<file path="src/lbe_pkg.sv">
// shared types and constants of the lru budget evictor
package lbe_pkg;

	// field widths
	localparam int ID_W     = 16;
	localparam int TICK_W   = 48;
	localparam int SIZE_W   = 40;
	localparam int BYTES_W  = 48;
	localparam int LEVEL_W  = 14;
	localparam int AGE_W    = 32;
	localparam int TOTAL_W  = 45;
	localparam int COUNT_W  = 6;
	localparam int CFG_IDX_W  = 2;
	localparam int CFG_DATA_W = 32;

	// byte count times level, and the fixed point scale of the levels
	localparam int PROD_W = BYTES_W + LEVEL_W;
	localparam logic [LEVEL_W-1:0] PCT_SCALE = LEVEL_W'(10000);

	// reset values of the configuration registers
	localparam logic [LEVEL_W-1:0] START_RST  = LEVEL_W'(9000);
	localparam logic [LEVEL_W-1:0] TARGET_RST = LEVEL_W'(7500);

	// configuration register indexes
	localparam logic [CFG_IDX_W-1:0] CFG_START_LEVEL  = 2'd0;
	localparam logic [CFG_IDX_W-1:0] CFG_TARGET_LEVEL = 2'd1;
	localparam logic [CFG_IDX_W-1:0] CFG_MIN_AGE      = 2'd2;

	// operation codes and result kinds
	localparam logic OP_LOAD    = 1'b0;
	localparam logic OP_COLLECT = 1'b1;
	localparam logic KIND_EVICT   = 1'b0;
	localparam logic KIND_SUMMARY = 1'b1;

	// one stored candidate
	typedef struct packed {
		logic [ID_W-1:0]   id;
		logic [TICK_W-1:0] tick;
		logic [SIZE_W-1:0] size;
	} lbe_entry_t;

	// strobes from the sequencer to the candidate store
	typedef struct packed {
		logic wr_en;
		logic clr_one;
		logic clr_all;
	} lbe_store_ctl_t;

	// collection sequencer states
	typedef enum logic [3:0] {
		ST_IDLE,
		ST_MUL_USED,
		ST_MUL_START,
		ST_MUL_TGT,
		ST_TGT,
		ST_PICK,
		ST_SCAN,
		ST_DECIDE,
		ST_ACC,
		ST_SUMMARY
	} lbe_state_t;

endpackage

</file>
<file path="src/lbe_div.sv">
// reclaim tracker: freed bytes against bytes wanted back, both in level-scaled form
module lbe_div (
	input  logic                       clk,
	input  logic                       load,
	input  logic                       add,
	input  logic [lbe_pkg::PROD_W-1:0] used_scaled,
	input  logic [lbe_pkg::PROD_W-1:0] prod,
	output logic                       enough
);
	import lbe_pkg::*;

	logic [PROD_W-1:0] want_q;
	logic [PROD_W-1:0] freed_q;

	// freed >= used - floor(budget * target / scale) holds exactly when
	// freed * scale >= used * scale - budget * target, so no divide is needed
	always_ff @(posedge clk) begin
		if (load) begin
			want_q  <= used_scaled - prod;
			freed_q <= '0;
		end else if (add) begin
			freed_q <= freed_q + prod;
		end
	end

	assign enough = (freed_q >= want_q);
endmodule

</file>
<file path="config.mk">
export PLATFORM = sky130hd
export DESIGN_NAME = lbe_div
export DESIGN_NICKNAME = d
export VERILOG_FILES = /design/src/lbe_pkg.sv /design/src/lbe_div.sv
export SDC_FILE = /design/constraint.sdc
export NUM_CORES = 1
export LEC_CHECK = 0
export BUFFER_PORTS_ARGS = -buffer_cell sky130_fd_sc_hd__buf_2
export CAP_MARGIN = 20
export CORE_MARGIN = 2
export CORE_UTILIZATION = 65
export DETAILED_ROUTE_END_ITERATION = 8
export PLACE_DENSITY = 0.87
export RECOVER_POWER = 100
export SYNTH_ARGS = -nofsm -noshare
export SYNTH_HDL_FRONTEND = slang
export SYNTH_SLANG_ARGS = --single-unit
</file>
<file path="constraint.sdc">
create_clock -name clk -period 5.45 [get_ports clk]
set_input_delay 0 -clock clk [delete_from_list [all_inputs] [get_ports clk]]
set_output_delay 0 -clock clk [all_outputs]
set_load 0.01 [all_outputs]
</file>
Word-level counts from Yosys, hierarchy flattened:

Cells that the tools add are included.

* $add $sub $neg: 2
* order comparisons: 1

Operators by type and width (count)
* adder 62 bit: 1
* greater-or-equal comparator 62 bit: 1
* subtractor 62 bit: 1

* register bits: 124
* input port bits: 127
* output and inout port bits: 1
* word-level logic and storage cells: 5

Depth between registers and ports, before layout:

* word-level depth: 1
* mapped depth: 16
* gate-level depth less buffers: 16

Least setup slack after synthesis:

Ideal clock, no wire load.

* kind: flip-flop to flip-flop
* from: reg freed_q[0]
* to: reg freed_q[58]
* setup time: 121 ps
* arrival time: 3518 ps
* required time: 5329 ps
* slack: 1810 ps
* stages on the path, launching flop included: 16
* path buffers: 0
* clock period less this slack: 3640 ps
* cells stage by stage: dfxtp_1 > ha_1 > inv_1 > fa_1 > and2b_1 > o31a_2 > o31ai_2 > or4_4 > a21o_1 > o31a_1 > o41ai_4 > a221o_2 > a31oi_4 > o31ai_4 > a2111o_1 > nand3_1

* word-level cells in the longest chain between the ends: 1

RTL lines
* start, declared: line lbe_div.sv:13 `logic [PROD_W-1:0] freed_q;`
* start signal, assigned: line lbe_div.sv:22 `freed_q <= freed_q + prod;`
* adder 62 bit: line lbe_div.sv:22

No other way between the ends.
A chain may end at the register's enable or synchronous reset.

Final worst setup path:

* from: in prod[0] (netlist name)
* to: reg want_q[58] (data pin)

* word-level cells in the longest chain between the ends: 1

RTL lines
* start, declared: line lbe_div.sv:7 `input logic [lbe_pkg::PROD_W-1:0] prod,`
* subtractor 62 bit: line lbe_div.sv:19 `want_q <= used_scaled - prod;`
* end signal, assigned: line lbe_div.sv:19
* end, declared: line lbe_div.sv:12 `logic [PROD_W-1:0] want_q;`

No other way between the ends.

==> results.toml <==
[status]
status = "finished with violations"
violations = "capacitance limit, slew limit"

[logic_synthesis]
yosysWarnings = 0
synth_top_cell_area_share_pct = 18.4
yosysSeqAreaShare_pct = 24.8
synth-compound-area-share_pct = 24.8
yosys-top-cells-count = "ha_1, a21oi_1, inv_1"
yosys.area.top_type = "ha_1"
synth.area.top_cells = "ha_1, edfxtp_1, dfxtp_1, a21oi_1, a21o_1"
synth_xor_area_share_pct = 7.69
synthCells = 1538
synth_adder_area_share_pct = 18.7
synth_top_family_by_area = "compound AO/OA/AOI/OAI gates"
yosys_register_bits = 124
synth_area_per_cell_um2 = 8.14
synth-main-ff-cell = "edfxtp_1"
synth_cell_type_count = 71
syn_area_um2 = 12500
synthSimpleGateAreaFrac_pct = 14.4
syn-num-nets = 1851
synthArstFlopShare_pct = 0
yosysMostFrequentCell = "ha_1"
yosys-mux-area-fraction_pct = 2.88
synth_edf_count = 62

[timing]
tightest_slew_ns = 3.45
grt_setup_unrepaired = "false"
finClkSkew_ns = 0.0115
timing.final.ws_setup_ns = 0.575
fmax_mhz = 205
finalHoldViolCount = 0
fin_crit_sh_pct = 89.5
setup_viol = 0
fin_crit_ns = 4.88
slew_headroom_pct = -130
final.setup.tns_ns = 0
maxSlewViolCount = 132

[drt]
drc = 0
first_pass_iters = 6
dr.first_iter.drc_count = 905
ant_nets = 0
vias = 11700
via_per_inst = 6.16
detail_route.wl_per_cell_um = 17.2
wl_um = 32700

[clock_tree]
cts-root-buf = "clkbuf_16"
numCtsBuffers = 17
clk_latency_ns = 0.43
cts_setup_buffers = 0
cts_tree = "built"
path_clk_slew_ns = 0.06
cts_resized = 0
h-tree-depth = 4
cts.path.max_buffers = 2
cts.sinks = 124

[floorplan]
dieArea_um2 = 20400
row_count = 50
die_y_um = 143
initial_core_util_pct = 66.5
core_area_um2 = 18800
pin_count = 128
dieWidth_um = 143

[power]
seq_power_share_pct = 30.3
p_sw_uw = 1630
leakage_uw = 0.00697
power_frac_clock_pct = 25.1
power.internal_uw = 2610
swShare_pct = 38.4
power.density_nw_per_um2 = 308
p_comb_share_pct = 44.7
ir_drop_uv = 234

[layout]
nets = 1944
diodes = 0
num-fill-cells = 1428
drive_gt1_share_pct = 9.92
syn_to_final_growth_pct = 10.1

[grt]
grt_max_degree = 68
overflow = 0
grt_pass1_wl_um = 52400
antenna_found_initial = 0
gr-usage-all-layers_pct = 31.8
grt_pass1_vias = 10900

[placed_design]
hpwl_um = 25500
gp_congestion = 0.967
post-place-ws_ns = 1.22
numPortBuffers = 127

[setup_path]
cp.arrival_ns = 5.09
path_max_fanout = 4
reg2reg_depth = 15
regToRegSetupSlack_ns = 0.86
startpoint_type = "input port"
endpoint = "want_q[58]"
cp-startpoint = "prod[0]"
reg2reg_to = "freed_q[58]"
required_ns = 5.66
reg2reg_from = "freed_q[0]"
worst_setup_path_end_kind = "flop"
path_class = "input port to flop"

[flow_run]
drv_cap = 2

[min_path]
hold_path_class = "input port to flop"
-- critical path: stages --
cell and delay, ns:
dlygate4sd3_1 0.54, clkbuf_1 0.11, ha_1 0.18, inv_1 0.06, fa_1 0.20, a21oi_1 0.09, o21ai_0 0.29, a21oi_1 0.19
o41ai_1 0.46, a21oi_1 0.27, o31ai_1 0.77, a31oi_1 0.41, o41a_1 0.59, o21ai_1 0.32, a221oi_1 0.21, o311ai_0 0.37
-- repair_timing --
action,CTS,global route
endpoints found under the setup margin,0,0
endpoints found under the hold margin,4,0
hold buffers,3,0
-- through the flow --
stage | power [µW] | area (µm²) | hold slack [ns] | instances | util, %
final | 4240 | 13800 | 0.0369 | 1903 | 73.2
after global routing | 4500 | 13800 | 0.0405 | 1903 | 73.2
after CTS | 4230 | 13900 | 0.0333 | 1903 | 73.6
after detailed placement | 3150 | 13300 | 0.405 | 1869 | 70.6
after global placement | 3080 | 13300 | 0.388 | 1869 | 70.6
after floorplan | 2690 | 12500 | 0.112 | 1538 | -
-- how the worst min path moves through the flow --
stage,startpoint,to,slack [ns],cells past startpoint
2_1_floorplan,load,want_q[0],0.11,0
3_3_place_gp,prod[0],freed_q[0],0.39,4
3_5_place_dp,prod[0],freed_q[0],0.40,4
4_1_cts,prod[61],freed_q[61],0.03,4
5_1_grt,prod[61],freed_q[61],0.04,4
6_report,prod[61],freed_q[61],0.04,4
-- layout by cell type, fill, tap and decap left out, types with 9 or more instances in the layout --
master / n
a21oi_1: 168
a21o_1: 94
xor2_1: 39
edfxtp_1: 62
nor2_1: 118
nand2_1: 95
a31oi_1: 9
nand2b_1: 17
clkbuf_16: 17
nor2b_1: 13
inv_1: 166
o22ai_1: 9
nor3_1: 18
mux2i_1: 36
ha_1: 184
o21bai_1: 27
buf_2: 123
nand3_1: 29
dfxtp_1: 62
o21a_1: 13
nand4_1: 46
o21ai_0: 84
xnor2_1: 71
-- per-layer routing --
metal	routed length, µm	vias to the layer above	global-route usage [%]
li1	-	5718	-
met5	0	-	0
met3	2170	64	6.07
met1	14200	5480	41.7
met2	15600	459	53.9
met4	708	0	8.34
-- power groups by stage --
stage          registers [µW]  clock network (µW)  logic [µW]
2_1_floorplan            1260                   0        1430
3_3_place_gp             1290                   0        1790
3_5_place_dp             1300                   0        1850
4_1_cts                  1280                1070        1880
5_1_grt                  1300                1110        2100
6_report                 1280                1060        1890
-- state kept, by name, indices dropped and copies added, names as in the netlist --
signal and flops:
want_q 62, freed_q 62
-- cell families after synthesis --
| logic type | after synthesis |
|---|---|
| mux | 36 |
| simple gates | 377 |
| buf+inv | 226 |
| fa+ha+maj | 186 |
| compound gates | 479 |
| flops | 124 |
| xor+xnor | 110 |
-- layout make-up --
class / instances / area, µm² / area share, %
clock buffers: 22 / 464 / 3.37
clock inverters: 9 / 73.8 / 0.536
inverters: 166 / 623 / 4.52
multi-input cells: 1188 / 8510 / 61.7
flip-flops and latches: 124 / 3100 / 22.5
well taps: 260 / 325 / 2.36
repair buffers: 134 / 684 / 4.97
(Power assumes the default switching activity.)
