[src/lbe_pkg.sv]
// shared types and constants of the lru budget evictor
package lbe_pkg;

	// field widths
	localparam int ID_W     = 16;
	localparam int TICK_W   = 48;
	localparam int SIZE_W   = 40;
	localparam int BYTES_W  = 48;
	localparam int LEVEL_W  = 14;
	localparam int AGE_W    = 32;
	localparam int TOTAL_W  = 45;
	localparam int COUNT_W  = 6;
	localparam int CFG_IDX_W  = 2;
	localparam int CFG_DATA_W = 32;

	// byte count times level, and the fixed point scale of the levels
	localparam int PROD_W = BYTES_W + LEVEL_W;
	localparam logic [LEVEL_W-1:0] PCT_SCALE = LEVEL_W'(10000);

	// reset values of the configuration registers
	localparam logic [LEVEL_W-1:0] START_RST  = LEVEL_W'(9000);
	localparam logic [LEVEL_W-1:0] TARGET_RST = LEVEL_W'(7500);

	// configuration register indexes
	localparam logic [CFG_IDX_W-1:0] CFG_START_LEVEL  = 2'd0;
	localparam logic [CFG_IDX_W-1:0] CFG_TARGET_LEVEL = 2'd1;
	localparam logic [CFG_IDX_W-1:0] CFG_MIN_AGE      = 2'd2;

	// operation codes and result kinds
	localparam logic OP_LOAD    = 1'b0;
	localparam logic OP_COLLECT = 1'b1;
	localparam logic KIND_EVICT   = 1'b0;
	localparam logic KIND_SUMMARY = 1'b1;

	// one stored candidate
	typedef struct packed {
		logic [ID_W-1:0]   id;
		logic [TICK_W-1:0] tick;
		logic [SIZE_W-1:0] size;
	} lbe_entry_t;

	// strobes from the sequencer to the candidate store
	typedef struct packed {
		logic wr_en;
		logic clr_one;
		logic clr_all;
	} lbe_store_ctl_t;

	// collection sequencer states
	typedef enum logic [3:0] {
		ST_IDLE,
		ST_MUL_USED,
		ST_MUL_START,
		ST_MUL_TGT,
		ST_TGT,
		ST_PICK,
		ST_SCAN,
		ST_DECIDE,
		ST_ACC,
		ST_SUMMARY
	} lbe_state_t;

endpackage

[src/lbe_store.sv]
// candidate store: entry memory with registered read and per-slot taken bits
module lbe_store #(
	parameter int Depth = 32,
	parameter int IdxW  = 5
) (
	input  logic                    clk,
	input  logic                    arst_n,
	input  lbe_pkg::lbe_store_ctl_t ctl,
	input  logic [IdxW-1:0]         wr_addr,
	input  lbe_pkg::lbe_entry_t     wr_data,
	input  logic [IdxW-1:0]         clr_addr,
	input  logic [IdxW-1:0]         rd_addr,
	output lbe_pkg::lbe_entry_t     rd_data,
	output logic                    rd_taken
);
	import lbe_pkg::*;

	lbe_entry_t       mem [Depth];
	logic [Depth-1:0] taken_q;
	lbe_entry_t       rd_data_q;
	logic             rd_taken_q;

	// entry memory, one write and one registered read per cycle
	always_ff @(posedge clk) begin
		if (ctl.wr_en) begin
			mem[wr_addr] <= wr_data;
		end
		rd_data_q <= mem[rd_addr];
	end

	// taken bits: set on load, cleared on eviction or at the end of a collection
	always_ff @(posedge clk or negedge arst_n) begin
		if (!arst_n) begin
			taken_q    <= '0;
			rd_taken_q <= 1'b0;
		end else begin
			rd_taken_q <= taken_q[rd_addr];
			if (ctl.clr_all) begin
				taken_q <= '0;
			end else begin
				if (ctl.wr_en) begin
					taken_q[wr_addr] <= 1'b1;
				end
				if (ctl.clr_one) begin
					taken_q[clr_addr] <= 1'b0;
				end
			end
		end
	end

	assign rd_data  = rd_data_q;
	assign rd_taken = rd_taken_q;
endmodule

[config.mk]
export PLATFORM = sky130hd
export DESIGN_NAME = lbe_store
export DESIGN_NICKNAME = d
export VERILOG_FILES = /design/src/lbe_pkg.sv /design/src/lbe_store.sv
export SDC_FILE = /design/constraint.sdc
export NUM_CORES = 2
export LEC_CHECK = 0
export ABC_AREA = 1
export BUFFER_PORTS_ARGS = -buffer_cell sky130_fd_sc_hd__buf_2
export CORE_MARGIN = 4
export CORE_UTILIZATION = 40
export DETAILED_ROUTE_END_ITERATION = 12
export PLACE_DENSITY = 0.6
export SETUP_SLACK_MARGIN = 0.05
export SKIP_CTS_REPAIR_TIMING = 1
export SYNTH_ARGS = -nofsm -noshare
export SYNTH_HDL_FRONTEND = slang
export SYNTH_SLANG_ARGS = --single-unit
[constraint.sdc]
create_clock -name clk -period 2.7 [get_ports clk]
set_input_delay 0.54 -clock clk [delete_from_list [all_inputs] [get_ports clk]]
set_output_delay 0.54 -clock clk [all_outputs]
set_load 0.02 [all_outputs]
**Word level (Yosys, flattened, before mapping)**

Memories as Yosys holds them, arrays and structs flattened. A register that Yosys moved wholly into a read port is not among the register bits.
Cells that the tools add are included.

- Input bits: 124
- Memory bits (writable): 3328
- Logic and storage cells: 25
- ROM bits: 0
- Output and inout bits: 105
- Memories kept: 1
- Latch bits: 0
- Register bits: 33

- Reductions and logical operators: 2
- $add $sub $neg: 0
- Shift operators: 0
- Bitwise logic cells: 3
- $lt $le $gt $ge: 5
- Equal/unequal tests: 0
- Multiply operators: 0
- Muxes and demuxes: 12
- Div/mod/pow operators: 0

Memories:

| name | words | bits a word | rd ports | clocked after Yosys merged registers in | write ports | line | text |
|---|---|---|---|---|---|---|---|
| mem | 32 | 104 | 1 | 1 | 1 | lbe_store.sv:18 | `lbe_entry_t mem [Depth];` |

Operators by type and width:

| kind | number |
|---|---|
| $mux W32 | 4 |
| $and A32 B32 Y32 | 1 |
| $not A32 Y32 | 1 |
| $or A32 B32 Y32 | 1 |
| $lt A5 B6 Y1 const B | 3 |
| $demux W1 S5 | 2 |
| $ge A5 B1 Y1 const B | 2 |
| $bmux W1 S5 | 1 |
| $mux W1 | 5 |
| $logic_and A1 B1 Y1 | 2 |

**Longest topological paths before layout**

- Depth after elaboration: 10
- Mapped depth: 12
- Depth with buffers taken out: 9

**Worst setup path after synthesis**

No wires, ideal clock.

- Kind: input to register
- Start point: in ctl[2] (netlist name)
- End point: mem mem[13][0] (netlist name), enable pin
- Data required time: 2.131 ns
- Setup time: 0.569 ns
- Setup slack: -3.135 ns
- Stages: 4
- Path buffers: 0
- Arrival: 5.266 ns
- Cell sequence: inv_1 nor3_1 inv_1 nor2_1

- Longest elaborated chain between the ends: 2

RTL lines:

| what | line | text |
|---|---|---|
| start, declared | lbe_store.sv:8 | `input lbe_pkg::lbe_store_ctl_t ctl,` |
| $mux W1 | lbe_store.sv:25 | `if (ctl.wr_en) begin` |
| $mux W1 (not written as such) | lbe_store.sv:26 | `mem[wr_addr] <= wr_data;` |
| end, declared | lbe_store.sv:18 |  |

Every way passes these cells.

**Worst setup path in the final report**

- Start point: reg rd_data[62] (netlist name)
- End point: out rd_data[62] (netlist name)

RTL lines:

| what | line | text |
|---|---|---|
| end, declared | lbe_store.sv:13 | `output lbe_pkg::lbe_entry_t rd_data,` |

No word-level cell between the ends.

==> flow_metrics.py <==
metrics = {
    "power_and_ir_drop": {
        "p_comb_share_pct": 6.3,
        "pwr-share-seq_pct": 51.3,
        "power_switching_mw": 26.6,
        "pwr-share-clk_pct": 42.4,
        "p_sw_share_pct": 22.7,
        "p_per_area_nw_per_um2": 733,
        "peakVddDrop_mv": 0.528,
        "power_leakage_nw": 57.1,
        "total_power_mw": 117,
        "internal-power_mw": 90.4,
    },
    "critical_path": {
        "cp-end-kind": "output port",
        "crit_path_max_fanout": 1,
        "cp_top_family": "flip-flops",
        "path_buf_inv": 1,
        "crit_type": "flop to output port",
        "crit_arrival_ns": 1.91,
        "start_kind": "flop",
        "cp_slowest_cell": "dfxtp_1",
        "critPathRequiredTime_ns": 2.16,
        "max_stage_delay_ns": 0.68,
        "critical_path.cell_chain": "buf_2",
    },
    "timing": {
        "min_period_over_period_pct": 90.8,
        "maxSlewViolCount": 0,
        "fmax_mhz": 408,
        "slew_headroom_pct": 39.3,
        "finalClockSkew_ns": 0.0502,
        "setup_viol": 0,
        "hold_viol_final": 0,
        "fin_crit_ns": 2.45,
        "worst_slew_pin_slew_ns": 0.910,
        "rsz0062_at_grt": "no",
    },
    "detailed_routing": {
        "wl_per_cell_um": 25.4,
        "first_pass_iters": 6,
        "wl_mm": 418,
        "ant_nets": 0,
        "vias": 91500,
        "via_per_inst": 5.58,
        "drt_iter0_markers": 11400,
        "drc_errors": 0,
    },
    "global_route": {
        "grt_pass1_vias": 87300,
        "grt.overflow.total": 0,
        "grt_pass1_wl_mm": 606,
        "antenna_found_initial": 65,
        "grtUsageTotal_pct": 22.9,
        "grt_max_degree": 124,
    },
    "synth": {
        "ys_ff_latch": 3465,
        "synth_fp_nets": 11300,
        "yosysUniqueCellTypes": 17,
        "yosys_warnings": 0,
        "synthesis.area_um2": 137000,
        "synth_flop_cell": "edfxtp_1",
        "async_reset_ff_share_pct": 0.952,
        "synth_top_cells_by_count": "3825 x nand2_1, 3328 x edfxtp_1, 2982 x nand3_1",
        "synth_area_leader_cell": "edfxtp_1",
        "synth-seq-area-share_pct": 75.0,
        "syn_inst": 11200,
        "yosysMostFrequentCell": "nand2_1",
        "synth_top_cell_area_share_pct": 72.9,
        "avgSynthCellArea_um2": 12.3,
        "synth_edf_count": 3328,
        "synth_area_leaders": "edfxtp_1 73%, nand3_1 11%, nand2_1 10%, buf_2 1.5%, dfxtp_1 1.5%",
    },
    "clock_tree": {
        "tritoncts": "done",
        "cts_max_path_buffers": 4,
        "cts_buffers": 361,
        "clock_sinks": 3465,
        "clockRootBuffer": "clkbuf_16",
        "path_clk_slew_ns": 0.06,
        "cts_max_level": 5,
        "clock_latency_ns": 0.95,
    },
    "cells_and_area": {
        "seq_area_um2": 103000,
        "fill_cells": 29900,
        "area_growth_pct": 16.3,
        "utilization_pct": 46.9,
        "drive_above_1_share_pct": 11.1,
        "fin_nets": 11700,
        "multi_input_area_um2": 30100,
    },
    "placement": {
        "hpwlAfterDp_mm": 233,
        "place_congestion": 0.810,
        "numPortBuffers": 228,
    },
    "floorplan": {
        "ioPinCount": 229,
        "initial_core_util_pct": 40.3,
        "die_h_um": 594,
        "core_area_um2": 341000,
        "die-width_um": 594,
        "die-area_um2": 352000,
        "num_rows": 214,
    },
    "flow_run": {
        "maxCapViolCount": 0,
    },
    "min_path": {
        "hold_path.class": "input port to flop",
    },
    "outcome": {
        "status": "finished, final reports clean",
    },
}
-- sequential cells by signal (all words and copies together), names as in the netlist --
name	flops
rd_taken	1
taken_q	32
rd_data	104
mem	3328
-- cell type report --
cell class | count | share of cell area, %
inverters | 28 | 0.0964
multi-input cells | 6947 | 18.9
flip-flops and latches | 3465 | 64.4
well taps | 4536 | 3.56
repair buffers | 754 | 5.63
clock buffers | 471 | 6.12
clock inverters | 193 | 1.26
diodes | 19 | 0.0298
-- cell families after synthesis --
| kind of cell | after synthesis | synth area share, % |
|---|---|---|
| flip-flops | 3465 | 75.0 |
| buffers and inverters | 753 | 3.25 |
| AND/OR/NAND/NOR | 6947 | 21.8 |
-- placed cells by master (no fill, tap or decap), drive strengths merged --
cell type / count
nand2: 3825
edfxtp: 3328
nand3: 2982
buf: 752
clkbuf: 472
clkinv: 137
dfxtp: 104
nor2: 96
nor3: 44
inv: 43
dfrtp: 33
bufinv: 31
diode: 19
clkinvlp: 10
dlygate4sd3: 1
-- through the flow --
step | hold WS, ns | cell area (um2) | TNS [ns] | worst slack (ns) | cells
global placement | 0.530 | 148000 | 0 | 0.214 | 15700
global route | 0.0730 | 160000 | 0 | 0.221 | 16400
floorplan | 0.244 | 137000 | -850.65 | -0.270 | 11200
finish | 0.0821 | 160000 | 0 | 0.247 | 16400
CTS | -0.339 | 160000 | 0 | 0.206 | 16400
detailed placement | 0.544 | 148000 | 0 | 0.221 | 15700
-- layer usage --
layer / vias to the layer above / track usage, % / part of all wire [%]
li1: 40500 / - / -
met1: 45800 / 32.8 / 42
met2: 4485 / 36.1 / 46
met3: 788 / 3.89 / 9.2
met4: 42 / 6.67 / 3.0
met5: - / 0 / 0.067
-- power groups by stage --
| stage | Sequential [mW] | Combinational [mW] | Clock, mW |
|---|---|---|---|
| global placement | 61.2 | 7.25 | 0 |
| floorplan | 61.3 | 3.82 | 0 |
| CTS | 60.1 | 7.36 | 50.2 |
| global route | 60.1 | 8.02 | 52.6 |
| detailed placement | 61.2 | 7.33 | 0 |
| finish | 60.1 | 7.37 | 49.5 |
-- path summary, 6_finish.rpt --
path	from	endpoint	slack [ns]	cells past startpoint
worst min-delay path	clr_addr[3]	taken_q[9]	0.08	4
worst max register to register	mem[28][41]	rd_data[41]	1.30	8
worst max-delay path	rd_data[62]	rd_data[62]	0.25	1
min in group asynchronous	arst_n	rd_taken	0.22	2
max in group asynchronous	arst_n	taken_q[26]	1.96	2
worst min register to register	taken_q[18]	taken_q[18]	0.56	2
Note: power is estimated with default switching activity, not from simulation.
